==> config.mk <==
export PLATFORM = sky130hd
export DESIGN_NAME = load_cell_tare_average_scale_flat
export DESIGN_NICKNAME = d
export VERILOG_FILES = /design/src/lcta_pkg.sv /design/src/lcta_in_if.sv /design/src/lcta_out_if.sv /design/src/lcta_datapath.sv /design/src/lcta_ctrl.sv /design/src/load_cell_tare_average_scale.sv /design/src/flat_wrapper.sv
export SDC_FILE = /design/constraint.sdc
export NUM_CORES = 2
export LEC_CHECK = 0
export BUFFER_PORTS_ARGS = -buffer_cell sky130_fd_sc_hd__buf_2
export CORE_ASPECT_RATIO = 0.9
export CORE_MARGIN = 4
export CORE_UTILIZATION = 60
export DETAILED_ROUTE_END_ITERATION = 6
export HOLD_SLACK_MARGIN = 0.08
export PLACE_DENSITY = 0.83
export SETUP_SLACK_MARGIN = 0.02
export SLEW_MARGIN = 20
export SYNTH_ARGS = -nofsm -noshare
export SYNTH_HDL_FRONTEND = slang
export SYNTH_SLANG_ARGS = --single-unit
==> constraint.sdc <==
create_clock -name clk -period 7.75 [get_ports clk]
set_input_delay 0.3875 -clock clk [delete_from_list [all_inputs] [get_ports clk]]
set_output_delay 0.3875 -clock clk [all_outputs]
set_load 0.1 [all_outputs]
==> src/lcta_pkg.sv <==
// Shared constants, codes and controller/datapath handshake types for the load-cell block.
package lcta_pkg;

	localparam int MEASURE_AVERAGE_DEF = 3;
	localparam int TARE_AVERAGE_DEF    = 10;
	localparam int SAMPLE_BITS_DEF     = 24;

	localparam int KNOWN_W  = 16;
	localparam int WEIGHT_W = 40;
	localparam int SCALE_W  = 32;
	localparam int DVD_W    = 32;
	localparam int CNT_W    = 5;

	localparam logic [1:0] KIND_MEASURE = 2'd0;
	localparam logic [1:0] KIND_TARE    = 2'd1;
	localparam logic [1:0] KIND_CAL     = 2'd2;

	localparam logic signed [SCALE_W-1:0] SCALE_RESET = 32'sd2309489;
	localparam logic signed [SCALE_W-1:0] SCALE_MAX   = 32'sh7FFF_FFFF;
	localparam logic signed [SCALE_W-1:0] SCALE_MIN   = 32'sh8000_0000;

	typedef struct packed {
		logic in_ready;
		logic avg_mul;
		logic div_step;
		logic avg_fin;
		logic mul;
		logic cal_check;
		logic cal_fin;
		logic out_load;
	} cmd_t;

	typedef struct packed {
		logic       take_done;
		logic       div_last;
		logic [1:0] kind;
		logic       cal_reject;
		logic       out_free;
	} stat_t;

endpackage

==> src/lcta_in_if.sv <==
// Sample channel: one raw converter word per beat.
interface lcta_in_if;
	logic        valid;
	logic        ready;
	logic [1:0]  kind;
	logic [23:0] raw_sample;
	logic        sample_timed_out;
	logic [15:0] known_weight;

	modport source(output valid, kind, raw_sample, sample_timed_out, known_weight,
		input ready);
	modport sink(input valid, kind, raw_sample, sample_timed_out, known_weight,
		output ready);
endinterface

==> src/lcta_out_if.sv <==
// Result channel: one beat per finished run.
interface lcta_out_if;
	logic               valid;
	logic               ready;
	logic [39:0]        weight_q8;
	logic [1:0]         done_kind;
	logic               calibration_rejected;
	logic signed [31:0] scale_now;

	modport source(output valid, weight_q8, done_kind, calibration_rejected, scale_now,
		input ready);
	modport sink(input valid, weight_q8, done_kind, calibration_rejected, scale_now,
		output ready);
endinterface

==> src/lcta_datapath.sv <==
// Datapath: run accumulator, reciprocal average, calibration divider, scale multiplier, result register.
module lcta_datapath #(
	parameter int MEASURE_AVERAGE = lcta_pkg::MEASURE_AVERAGE_DEF,
	parameter int TARE_AVERAGE    = lcta_pkg::TARE_AVERAGE_DEF,
	parameter int SAMPLE_BITS     = lcta_pkg::SAMPLE_BITS_DEF
) (
	input  logic           clk,
	input  logic           arst_n,
	lcta_in_if.sink        sample_in,
	lcta_out_if.source     result_out,
	input  lcta_pkg::cmd_t cmd,
	output lcta_pkg::stat_t stat
);
	import lcta_pkg::*;

	localparam int SUM_W  = SAMPLE_BITS + 5;
	localparam int NET_W  = SAMPLE_BITS + 1;
	localparam int DVS_W  = NET_W;
	localparam int PROD_W = NET_W + SCALE_W;
	localparam int STEP_W = $clog2(DVD_W);
	localparam logic [DVD_W-1:0] DVD_HALF = {1'b1, {(DVD_W-1){1'b0}}};

	localparam int MAG_W    = SUM_W - 1;
	localparam int RECIP_SH = SUM_W + 3;
	localparam int RECIP_W  = RECIP_SH + 1;
	localparam int AVG_P_W  = MAG_W + RECIP_W;
	localparam logic [RECIP_W-1:0] RECIP_MEASURE =
		RECIP_W'(((64'd1 << RECIP_SH) + 64'(MEASURE_AVERAGE - 1)) / 64'(MEASURE_AVERAGE));
	localparam logic [RECIP_W-1:0] RECIP_TARE =
		RECIP_W'(((64'd1 << RECIP_SH) + 64'(TARE_AVERAGE - 1)) / 64'(TARE_AVERAGE));

	logic signed [SAMPLE_BITS-1:0] smp;
	logic signed [SUM_W-1:0]       smp_x, sum_n, sum_q, sum_mag;
	logic [CNT_W-1:0]              cnt_q, cnt_n, need;
	logic [1:0]                    run_kind_q, kind_q;
	logic                          kind_ok, same_run, take, run_done;
	logic [KNOWN_W-1:0]            known_q;

	logic                 neg_q;
	logic [DVS_W-1:0]     dvs_q, rem_q;
	logic [DVD_W-1:0]     dq_q, quo_s;
	logic [STEP_W-1:0]    step_q;
	logic [DVS_W:0]       trial, trial_sub;
	logic                 ge;
	logic [RECIP_W-1:0]   recip;
	logic [AVG_P_W-1:0]   avg_prod;

	logic signed [SAMPLE_BITS-1:0] avg_w, offset_q;
	logic signed [NET_W-1:0]       net_q, net_n;
	logic [NET_W-1:0]              net_mag;
	logic signed [SCALE_W-1:0]     scale_q, scale_n;
	logic signed [PROD_W-1:0]      prod_q;
	logic                          rej_q, cal_reject, pos, sat;
	logic [WEIGHT_W-1:0]           weight_n;

	logic                      out_valid_q;
	logic [WEIGHT_W-1:0]       weight_q;
	logic [1:0]                done_kind_q;
	logic                      rejected_q;
	logic signed [SCALE_W-1:0] scale_out_q;

	// accumulation of the incoming beat
	assign smp      = sample_in.raw_sample[SAMPLE_BITS-1:0];
	assign smp_x    = sample_in.sample_timed_out ? '0 : SUM_W'(smp);
	assign kind_ok  = (sample_in.kind == KIND_MEASURE) || (sample_in.kind == KIND_TARE) ||
		(sample_in.kind == KIND_CAL);
	assign same_run = sample_in.kind == run_kind_q;
	assign sum_n    = (same_run ? sum_q : '0) + smp_x;
	assign cnt_n    = (same_run ? cnt_q : '0) + CNT_W'(1);
	assign need     = (sample_in.kind == KIND_MEASURE) ? CNT_W'(MEASURE_AVERAGE) :
		CNT_W'(TARE_AVERAGE);
	assign take     = sample_in.valid & cmd.in_ready;
	assign run_done = kind_ok && (cnt_n == need);
	assign sum_mag  = sum_n[SUM_W-1] ? -sum_n : sum_n;
	assign sample_in.ready = cmd.in_ready;

	// average magnitude = magnitude * ceil(2^RECIP_SH / n) >> RECIP_SH, exact over the sum range
	assign recip    = (kind_q == KIND_MEASURE) ? RECIP_MEASURE : RECIP_TARE;
	assign avg_prod = dq_q[MAG_W-1:0] * recip;

	// one quotient bit per step
	assign trial     = {rem_q, dq_q[DVD_W-1]};
	assign trial_sub = trial - {1'b0, dvs_q};
	assign ge        = trial >= {1'b0, dvs_q};

	assign quo_s   = neg_q ? -dq_q : dq_q;
	assign avg_w   = quo_s[SAMPLE_BITS-1:0];
	assign net_n   = NET_W'(avg_w) - NET_W'(offset_q);
	assign net_mag = net_q[NET_W-1] ? NET_W'(-net_q) : net_q;
	assign cal_reject = (net_q == '0) || (known_q == '0);

	always_comb begin
		if (!neg_q) begin
			scale_n = dq_q[DVD_W-1] ? SCALE_MAX : SCALE_W'(dq_q);
		end else begin
			scale_n = (dq_q > DVD_HALF) ? SCALE_MIN : SCALE_W'(-dq_q);
		end
	end

	assign pos = !prod_q[PROD_W-1] && (prod_q != '0);
	assign sat = |prod_q[PROD_W-1:WEIGHT_W+8];
	always_comb begin
		if (!pos || kind_q != KIND_MEASURE) begin
			weight_n = '0;
		end else if (sat) begin
			weight_n = '1;
		end else begin
			weight_n = prod_q[WEIGHT_W+7:8];
		end
	end

	always_ff @(posedge clk or negedge arst_n) begin
		if (!arst_n) begin
			sum_q       <= '0;
			cnt_q       <= '0;
			run_kind_q  <= KIND_MEASURE;
			offset_q    <= '0;
			scale_q     <= SCALE_RESET;
			step_q      <= '0;
			out_valid_q <= 1'b0;
		end else begin
			if (take && kind_ok) begin
				run_kind_q <= sample_in.kind;
				if (run_done) begin
					sum_q  <= '0;
					cnt_q  <= '0;
					step_q <= '0;
				end else begin
					sum_q <= sum_n;
					cnt_q <= cnt_n;
				end
			end
			if (cmd.div_step) begin
				step_q <= step_q + STEP_W'(1);
			end
			if (cmd.cal_check) begin
				step_q <= '0;
			end
			if (cmd.avg_fin && kind_q == KIND_TARE) begin
				offset_q <= avg_w;
			end
			if (cmd.cal_fin) begin
				scale_q <= scale_n;
			end
			if (cmd.out_load) begin
				out_valid_q <= 1'b1;
			end else if (result_out.ready) begin
				out_valid_q <= 1'b0;
			end
		end
	end

	always_ff @(posedge clk) begin
		if (take && run_done) begin
			kind_q  <= sample_in.kind;
			known_q <= sample_in.known_weight;
			rej_q   <= 1'b0;
			neg_q   <= sum_n[SUM_W-1];
			dq_q    <= DVD_W'(sum_mag);
		end
		if (cmd.avg_mul) begin
			dq_q <= DVD_W'(avg_prod[AVG_P_W-1:RECIP_SH]);
		end
		if (cmd.div_step) begin
			rem_q <= ge ? trial_sub[DVS_W-1:0] : trial[DVS_W-1:0];
			dq_q  <= {dq_q[DVD_W-2:0], ge};
		end
		if (cmd.avg_fin) begin
			net_q <= net_n;
		end
		if (cmd.mul) begin
			prod_q <= net_q * scale_q;
		end
		if (cmd.cal_check) begin
			rej_q <= cal_reject;
			neg_q <= net_q[NET_W-1];
			dvs_q <= net_mag;
			dq_q  <= {known_q, {(DVD_W-KNOWN_W){1'b0}}};
			rem_q <= '0;
		end
		if (cmd.out_load) begin
			weight_q    <= weight_n;
			done_kind_q <= kind_q;
			rejected_q  <= rej_q;
			scale_out_q <= scale_q;
		end
	end

	assign result_out.valid                = out_valid_q;
	assign result_out.weight_q8            = weight_q;
	assign result_out.done_kind            = done_kind_q;
	assign result_out.calibration_rejected = rejected_q;
	assign result_out.scale_now            = scale_out_q;

	assign stat.take_done  = take && run_done;
	assign stat.div_last   = step_q == {STEP_W{1'b1}};
	assign stat.kind       = kind_q;
	assign stat.cal_reject = cal_reject;
	assign stat.out_free   = !out_valid_q || result_out.ready;

endmodule

==> src/lcta_ctrl.sv <==
// Controller: sequences averaging, multiply, calibration divide and result write.
module lcta_ctrl (
	input  logic            clk,
	input  logic            arst_n,
	input  lcta_pkg::stat_t stat,
	output lcta_pkg::cmd_t  cmd
);
	import lcta_pkg::*;

	typedef enum logic [7:0] {
		ST_IDLE    = 8'b0000_0001,
		ST_AVG_MUL = 8'b0000_0010,
		ST_AVG_FIN = 8'b0000_0100,
		ST_MUL     = 8'b0000_1000,
		ST_CAL_CHK = 8'b0001_0000,
		ST_CAL_DIV = 8'b0010_0000,
		ST_CAL_FIN = 8'b0100_0000,
		ST_WRITE   = 8'b1000_0000
	} state_t;

	state_t state_q, state_n;

	always_comb begin
		state_n = state_q;
		cmd     = '0;
		unique case (state_q)
			ST_IDLE: begin
				cmd.in_ready = 1'b1;
				if (stat.take_done) state_n = ST_AVG_MUL;
			end
			ST_AVG_MUL: begin
				cmd.avg_mul = 1'b1;
				state_n = ST_AVG_FIN;
			end
			ST_AVG_FIN: begin
				cmd.avg_fin = 1'b1;
				if (stat.kind == KIND_MEASURE) begin
					state_n = ST_MUL;
				end else if (stat.kind == KIND_CAL) begin
					state_n = ST_CAL_CHK;
				end else begin
					state_n = ST_WRITE;
				end
			end
			ST_MUL: begin
				cmd.mul = 1'b1;
				state_n = ST_WRITE;
			end
			ST_CAL_CHK: begin
				cmd.cal_check = 1'b1;
				state_n = stat.cal_reject ? ST_WRITE : ST_CAL_DIV;
			end
			ST_CAL_DIV: begin
				cmd.div_step = 1'b1;
				if (stat.div_last) state_n = ST_CAL_FIN;
			end
			ST_CAL_FIN: begin
				cmd.cal_fin = 1'b1;
				state_n = ST_WRITE;
			end
			ST_WRITE: begin
				if (stat.out_free) begin
					cmd.out_load = 1'b1;
					state_n = ST_IDLE;
				end
			end
			default: state_n = ST_IDLE;
		endcase
	end

	always_ff @(posedge clk or negedge arst_n) begin
		if (!arst_n) begin
			state_q <= ST_IDLE;
		end else begin
			state_q <= state_n;
		end
	end

endmodule

==> src/load_cell_tare_average_scale.sv <==
// Load-cell tare, average and scale block: top level.
//
// sample_in carries one converter word per beat with its kind (measure, tare,
// calibrate), a timeout flag and the reference weight. Beats of one kind are
// summed into a run; a beat of another kind restarts the run, kind three is
// dropped. While the controller is idle, beats that do not finish a run
// stream at one per cycle.
// When a run finishes, result_out carries one beat: measure runs give the net
// weight (grams, 8 fraction bits), tare runs update the offset, calibrate runs
// update the scale or flag a rejection. The average is a reciprocal multiply;
// the calibration scale comes from a 32-step restoring divider.
// After a run finishes, no new beat is taken until its result is in the
// output register.
// If the receiver stalls, the result is held and the next run may still
// accumulate; a following finished run waits in the write state.
// Reset clears the run, the tare offset and restores the default scale.
module load_cell_tare_average_scale #(
	parameter int MEASURE_AVERAGE = lcta_pkg::MEASURE_AVERAGE_DEF,
	parameter int TARE_AVERAGE    = lcta_pkg::TARE_AVERAGE_DEF,
	parameter int SAMPLE_BITS     = lcta_pkg::SAMPLE_BITS_DEF
) (
	input  logic       clk,
	input  logic       arst_n,
	lcta_in_if.sink    sample_in,
	lcta_out_if.source result_out
);
	import lcta_pkg::*;

	cmd_t  cmd;
	stat_t stat;

	lcta_ctrl u_ctrl (
		.clk    (clk),
		.arst_n (arst_n),
		.stat   (stat),
		.cmd    (cmd)
	);

	lcta_datapath #(
		.MEASURE_AVERAGE (MEASURE_AVERAGE),
		.TARE_AVERAGE    (TARE_AVERAGE),
		.SAMPLE_BITS     (SAMPLE_BITS)
	) u_datapath (
		.clk        (clk),
		.arst_n     (arst_n),
		.sample_in  (sample_in),
		.result_out (result_out),
		.cmd        (cmd),
		.stat       (stat)
	);

	a_cmd_onehot: assert property (@(posedge clk) disable iff (!arst_n)
		$onehot0({cmd.avg_mul, cmd.div_step, cmd.avg_fin, cmd.mul, cmd.cal_check,
			cmd.cal_fin, cmd.out_load, cmd.in_ready}))
		else $error("more than one datapath command at once");

	a_weight_measure_only: assert property (@(posedge clk) disable iff (!arst_n)
		result_out.valid && result_out.done_kind != KIND_MEASURE |->
			result_out.weight_q8 == '0)
		else $error("non-measure beat with non-zero weight");

	a_reject_cal_only: assert property (@(posedge clk) disable iff (!arst_n)
		result_out.valid && result_out.done_kind != KIND_CAL |->
			!result_out.calibration_rejected)
		else $error("rejection flagged outside a calibrate run");

	a_load_free: assert property (@(posedge clk) disable iff (!arst_n)
		cmd.out_load |=> result_out.valid)
		else $error("result beat lost after write");

endmodule
==> src/flat_wrapper.sv <==
// flat-port wrapper written by rule: the top's interface ports become plain ports
module load_cell_tare_average_scale_flat import lcta_pkg::*;
#(
	parameter int MEASURE_AVERAGE = lcta_pkg::MEASURE_AVERAGE_DEF,
	parameter int TARE_AVERAGE    = lcta_pkg::TARE_AVERAGE_DEF,
	parameter int SAMPLE_BITS     = lcta_pkg::SAMPLE_BITS_DEF
)
  (clk, arst_n, sample_in_valid, sample_in_kind, sample_in_raw_sample, sample_in_sample_timed_out, sample_in_known_weight, sample_in_ready, result_out_valid, result_out_weight_q8, result_out_done_kind, result_out_calibration_rejected, result_out_scale_now, result_out_ready);
  lcta_in_if sample_in_i ();
  lcta_out_if result_out_i ();
  input  logic clk;
  input  logic arst_n;
  input wire logic [$bits(sample_in_i.valid)-1:0] sample_in_valid;
  input wire logic [$bits(sample_in_i.kind)-1:0] sample_in_kind;
  input wire logic [$bits(sample_in_i.raw_sample)-1:0] sample_in_raw_sample;
  input wire logic [$bits(sample_in_i.sample_timed_out)-1:0] sample_in_sample_timed_out;
  input wire logic [$bits(sample_in_i.known_weight)-1:0] sample_in_known_weight;
  output wire logic [$bits(sample_in_i.ready)-1:0] sample_in_ready;
  output wire logic [$bits(result_out_i.valid)-1:0] result_out_valid;
  output wire logic [$bits(result_out_i.weight_q8)-1:0] result_out_weight_q8;
  output wire logic [$bits(result_out_i.done_kind)-1:0] result_out_done_kind;
  output wire logic [$bits(result_out_i.calibration_rejected)-1:0] result_out_calibration_rejected;
  output wire logic [$bits(result_out_i.scale_now)-1:0] result_out_scale_now;
  input wire logic [$bits(result_out_i.ready)-1:0] result_out_ready;
  assign sample_in_i.valid = sample_in_valid;
  assign sample_in_i.kind = sample_in_kind;
  assign sample_in_i.raw_sample = sample_in_raw_sample;
  assign sample_in_i.sample_timed_out = sample_in_sample_timed_out;
  assign sample_in_i.known_weight = sample_in_known_weight;
  assign sample_in_ready = sample_in_i.ready;
  assign result_out_valid = result_out_i.valid;
  assign result_out_weight_q8 = result_out_i.weight_q8;
  assign result_out_done_kind = result_out_i.done_kind;
  assign result_out_calibration_rejected = result_out_i.calibration_rejected;
  assign result_out_scale_now = result_out_i.scale_now;
  assign result_out_i.ready = result_out_ready;
  load_cell_tare_average_scale #(.MEASURE_AVERAGE(MEASURE_AVERAGE), .TARE_AVERAGE(TARE_AVERAGE), .SAMPLE_BITS(SAMPLE_BITS)) u_core (.clk(clk), .arst_n(arst_n), .sample_in(sample_in_i), .result_out(result_out_i));
endmodule
Word level (Yosys, flattened, before mapping)
Cells that the tools add are included.

storage, ports and cells
  register bits after elaboration = 365
  input bits = 47
  output and inout bits = 77
  word-level logic and storage cells = 128

operators by class
  add/sub/neg operators = 8
  multiply operators = 2
  $lt $le $gt $ge = 2
  eq/ne operators = 18
  mux-type cells = 45
  bitwise operators = 1
  reduce and logical (&&, ||, !) cells = 29

operators with widths
  cell                                                            number
  32-bit two-way mux                                              6
  29-bit two-way mux                                              4
  31-bit two-way mux                                              2
  28-bit by 31-bit multiplier with 59-bit output                  1
  25-bit by 32-bit multiplier with 57-bit output                  1
  57-bit nonzero test                                             1
  8-bit one-hot mux with 7 select lines                           1
  24-bit two-way mux                                              2
  8-bit two-way mux                                               6
  40-bit two-way mux                                              1
  32-bit greater-than comparator, second input constant           1
  32-bit negation                                                 1
  5-bit two-way mux                                               6
  29-bit adder                                                    1
  29-bit negation                                                 1
  26-bit by 25-bit greater-or-equal comparator with 1-bit output  1
  25-bit zero test                                                1
  25-bit two-way mux                                              1
  25-bit negation                                                 1
  24-bit by 24-bit subtractor with 25-bit output                  1
  25-bit subtractor                                               1
  16-bit zero test                                                1
  1-bit two-way mux                                               15
  5-bit by 1-bit adder with 5-bit output, second input constant   2
  other kinds (27)                                                46

Logic depth before layout (Yosys ltp)
  depth after elaboration = 10
  gate-level depth with buffers = 31
  depth with buffers taken out = 28

Hierarchy
Synthesis repeated with hierarchy kept, for this count alone.

second synthesis, totals
  cell total of the unflattened synthesis = 6279
  area, all modules = 59684.7 µm²

modules (own cells, without submodules)
  module         times used  cells each  area each (µm²)  seq. area each (µm²)
  lcta_datapath  1           6221        59134.2          9834.4
  lcta_ctrl      1           58          550.5            201.4

Worst setup path after synthesis
Ideal clock, no wire load.

  path type = reg2reg
  start point = register u_core.u_datapath.kind_q[0]
  end point = register u_core.u_datapath.dq_q[26], data pin
  setup time = 0.268 ns
  data arrival time = 7.352 ns
  required time = 7.482 ns
  path slack = 0.131 ns
  cell stages (with the launch flop) = 30
  buffers on the path = 2
  clock period less this slack = 7.619 ns
  cell sequence = edfxtp_1 -> or2_1 -> clkbuf_1 -> clkbuf_1 -> and2_1 -> ha_1 -> inv_1 -> fa_1 -> inv_1 -> fa_1 -> inv_1 -> fa_1 -> inv_1 -> fa_1 -> inv_1 -> fa_1 -> fa_1 -> inv_1 -> ha_1 -> and3_1 -> nand3_1 -> nor2_1 -> a221o_1 -> or3_1 -> a31oi_1 -> o211ai_1 -> a41oi_1 -> xnor2_1 -> a222oi_1 -> o21ai_1

on the way
  cells in the longest elaborated chain, start to end = 6

RTL lines
  what                                            RTL line              source
  from (decl)                                     lcta_datapath.sv:35   logic [1:0] run_kind_q, kind_q;
  from (signal assigned)                          lcta_datapath.sv:155  kind_q <= sample_in.kind;
  2-bit zero test                                 lcta_datapath.sv:78   assign recip = (kind_q == KIND_MEASURE) ? RECIP_MEASURE : RECIP_TARE;
  31-bit two-way mux                              lcta_datapath.sv:78
  28-bit by 31-bit multiplier with 59-bit output  lcta_datapath.sv:79   assign avg_prod = dq_q[MAG_W-1:0] * recip;
  32-bit two-way mux                              lcta_datapath.sv:161  if (cmd.avg_mul) begin
  32-bit two-way mux                              lcta_datapath.sv:164  if (cmd.div_step) begin
  32-bit two-way mux                              lcta_datapath.sv:174  if (cmd.cal_check) begin
  to (signal assigned)                            lcta_datapath.sv:162  dq_q <= DVD_W'(avg_prod[AVG_P_W-1:RECIP_SH]);
  to (signal assigned)                            lcta_datapath.sv:166  dq_q <= {dq_q[DVD_W-2:0], ge};
  to (signal assigned)                            lcta_datapath.sv:178  dq_q <= {known_q, {(DVD_W-KNOWN_W){1'b0}}};
  to (decl)                                       lcta_datapath.sv:41   logic [DVD_W-1:0] dq_q, quo_s;

Every way passes these cells.
A chain may end at the register's enable or synchronous reset.

Worst setup path in the final report
  start point = register u_core.u_datapath.kind_q[0]
  end point = register u_core.u_datapath.dq_q[24], data pin

The elaborated chain is that of the path after synthesis.

==> metrics.yaml <==
final_layout:
  stdcell_area_um2: 66400
  ff_latch_area_um2: 10100
  n_fill_cell: 7065
  post-route-util_pct: 67.8
  diodes: 0
  layout-drive-gt1-share_pct: 12.4
  area_growth_pct: 12.3
  layout.nets: 8120
  multi_input_area_um2: 44300
yosys:
  ys_async_sr_fraction_pct: 29.0
  synth_edf_count: 218
  ys.warnings.count: 0
  avgSynthCellArea_um2: 9.59
  ys_seq_elements: 365
  syn_area_um2: 59200
  netlist_top_cells_area: "fa_1, edfxtp_1, ha_1"
  synth_area_leader_cell: "fa_1"
  yosys.area.top_type_share_pct: 37.2
  ys_seq_area_share_pct: 17.0
  syn_inst: 6174
  synthFlopType: "edfxtp_1"
  synth_cell_type_count: 91
run_status:
  violations: "DRC"
  status: "finished, violations left"
timing:
  finalHoldViolCount: 0
  hold_ws_ps: 134
  worst_slew_pin_slew_ps: 1140
  skew_ps: 45.8
  slew_headroom_pct: 24.1
  post-route-period-util_pct: 99.9
  rsz0062_at_grt: "yes"
  setup_violations: 0
  setup_tns_ps: 0
  period_needed_ps: 7740
  fmax_mhz: 129
  drv_slew: 0
critical_path:
  crit_path_start: "u_core.u_datapath.kind_q[0]$_DFFE_PP_"
  cp_data_required_time_ps: 8150
  slowest_stage: "fa_2"
  crit_top_cell: "fa_1"
  path_max_fanout: 6
  reg2reg_depth: 29
  cp-end-kind: "flop"
  reg2reg_to: "u_core.u_datapath.dq_q[24]$_DFFE_PP_"
  cp-start-kind: "flop"
  rrSetupSlack_ps: 6
  worstReg2RegStart: "u_core.u_datapath.kind_q[0]$_DFFE_PP_"
  crit_type: "flop to flop"
  cp.arrival_ps: 8140
  slowest_delay_ps: 610
  cp-endpoint: "u_core.u_datapath.dq_q[24]$_DFFE_PP_"
global_routing:
  grt_pass1_vias: 48100
  grt_max_degree: 66
  grt_antenna_before_repair: 1
  grt_usage_pct: 32.3
  grt_pass1_wl_um: 264000
  gr-total-overflow: 0
cts:
  cts_sinks: 365
  cts_tree: "yes"
  cts_made_buffers: 42
  clk_pin_slew_ps: 70
  clock_latency_ps: 660
  htreeDepth: 2
  cts-root-buf: "clkbuf_16"
  cts_buffer_depth: 3
place:
  placed_cell_area_um2: 63100
  hpwlAfterDp_um: 135000
  io_buffers: 123
  gp_congestion: 0.985
drt:
  wl_per_cell_um: 21.5
  viasPerCell: 5.88
  drc: 2
  drt_iter0_markers: 4493
  antenna_left: 0
  first_pass_iters: 7
  vias: 46000
  postRouteWirelength_um: 168000
worst_hold_path:
  min_from: "result_out_ready"
  hold_class: "input port to flop"
flow_run:
  cap_violations: 0
floorplan:
  start_util_pct: 60.4
  fp.coreArea_um2: 98100
  fp.dieW_um: 339
  num_rows: 109
  dieArea_um2: 104000
  dieHeight_um: 306
  pin_count: 124
[repair_timing]
action,4_1_cts,5_1_grt
gates cloned,2,2
hold buffers,20,0
gates resized for setup,48,157
setup buffers,18,49
endpoints found under the hold margin,60,0
pin swaps,17,80
setup endpoints to repair,29,28
[final cells by class]
cell class              count  area share, %
flip-flops and latches    365           15.1
repair buffers            550           6.44
clock inverters            31          0.699
clock buffers              47           1.64
multi-input cells        4317           66.7
well taps                1276           2.40
inverters                1230           6.96
[per-stage QoR]
| step | cells | worst slack (ps) |
|---|---|---|
| after floorplan | 6187 | 131 |
| after detailed placement | 7649 | -536 |
| after global placement | 7649 | -320 |
| after CTS | 7767 | 39.4 |
| final | 7816 | 6.48 |
| after global routing | 7816 | -247 |
[cells in the mapped netlist, drive strengths merged (7+ instances only)]
master / count
nor4: 29
nor2: 182
nand3: 52
dfxtp: 41
o21ai: 200
nand3b: 8
dfstp: 13
a31oi: 40
and3: 18
mux2i: 10
clkbuf: 260
nand2: 728
ha: 467
a22o: 20
a21o: 91
a211oi: 20
a221oi: 9
xor2: 64
nand4: 21
inv: 1228
buf: 16
and4: 8
nor3: 68
a222oi: 7
o21bai: 14
a21oi: 205
fa: 1100
a22oi: 10
nor2b: 46
or2: 14
or3: 30
o21a: 62
xnor2: 158
a21boi: 11
dfrtp: 93
o211ai: 16
nand2b: 54
edfxtp: 218
nor3b: 13
o221ai: 7
o31ai: 28
and2: 384
a221o: 11
o22ai: 11
o41ai: 7
[flip-flops by register name, indices dropped and copies added, names as in the netlist]
name                                               flops
u_core.u_datapath.result_out.calibration_rejected      1
u_core.u_datapath.neg_q                                1
u_core.u_datapath.result_out.scale_now                32
u_core.u_ctrl.state_q                                  8
u_core.u_datapath.scale_q                             32
u_core.u_datapath.offset_q                            24
u_core.u_datapath.dq_q                                32
u_core.u_datapath.rej_q                                1
u_core.u_datapath.run_kind_q                           2
u_core.u_datapath.rem_q                               25
u_core.u_datapath.net_q                               25
u_core.u_datapath.dvs_q                               25
u_core.u_datapath.sum_q                               29
u_core.u_datapath.result_out.valid                     1
u_core.u_datapath.cnt_q                                5
u_core.u_datapath.kind_q                               2
u_core.u_datapath.known_q                             16
u_core.u_datapath.prod_q                              57
u_core.u_datapath.result_out.weight_q8                40
u_core.u_datapath.step_q                               5
u_core.u_datapath.result_out.done_kind                 2
[cells in the final DEF, fill, tap and decap left out, types with 85 or more instances in the layout]
cell and n:
inv_1 1201, and2_1 374, nand2_1 721, a21o_1 91, buf_2 122, dfrtp_1 85, edfxtp_1 218, buf_4 368
nor2_1 177, o21ai_0 167, fa_1 1073, ha_1 441, xnor2_1 154, a21oi_1 193
[layer usage]
metal / wire (µm) / track usage [%] / vias to the layer above
li1: - / - / 20000
met1: 63700 / 42.8 / 23000
met2: 78700 / 51.8 / 2449
met3: 18300 / 8.23 / 499
met4: 7670 / 12.5 / 0
met5: 0 / 0 / -
[worst min path at each step]
stage | to | slack (ps) | cells past startpoint
final | u_core.u_datapath.result_out.valid$_DFFE_PN0P_ | 130 | 3
after detailed placement | u_core.u_datapath.sum_q[10]$_DFFE_PN0P_ | 440 | 1
after global routing | u_core.u_datapath.result_out.valid$_DFFE_PN0P_ | 160 | 3
after CTS | u_core.u_datapath.result_out.valid$_DFFE_PN0P_ | 90 | 3
after global placement | u_core.u_datapath.sum_q[10]$_DFFE_PN0P_ | 430 | 1
after floorplan | u_core.u_ctrl.state_q[1]$_DFFE_PN0P_ | 90 | 0
[worst max-delay path, delay by kind of cell (launching register included)]
| family | cells | cell delay [ps] |
|---|---|---|
| fa+ha+maj | 8 | 3740 |
| simple gates | 4 | 800 |
| flops | 1 | 430 |
| xor+xnor | 1 | 50 |
| buf+inv | 8 | 770 |
| compound gates | 8 | 1640 |
[logic make-up (layout without fill, tap and decap cells)]
group,after synthesis,in the layout,synth area share [%]
multiplexers,12,12,0.207
other,2,15,0.0127
AO/OA/AOI/OAI,819,819,8.93
XOR/XNOR,222,222,3.29
AND/OR/NAND/NOR,1681,1682,14.0
buffers and inverters,1506,1858,9.57
flip-flops,365,365,17.0
adder cells (fa/ha/maj),1567,1567,47.1
Power is left out: the tool's default activity adds up to more than one toggle a clock period on the data nets, which glitch-free logic cannot reach.
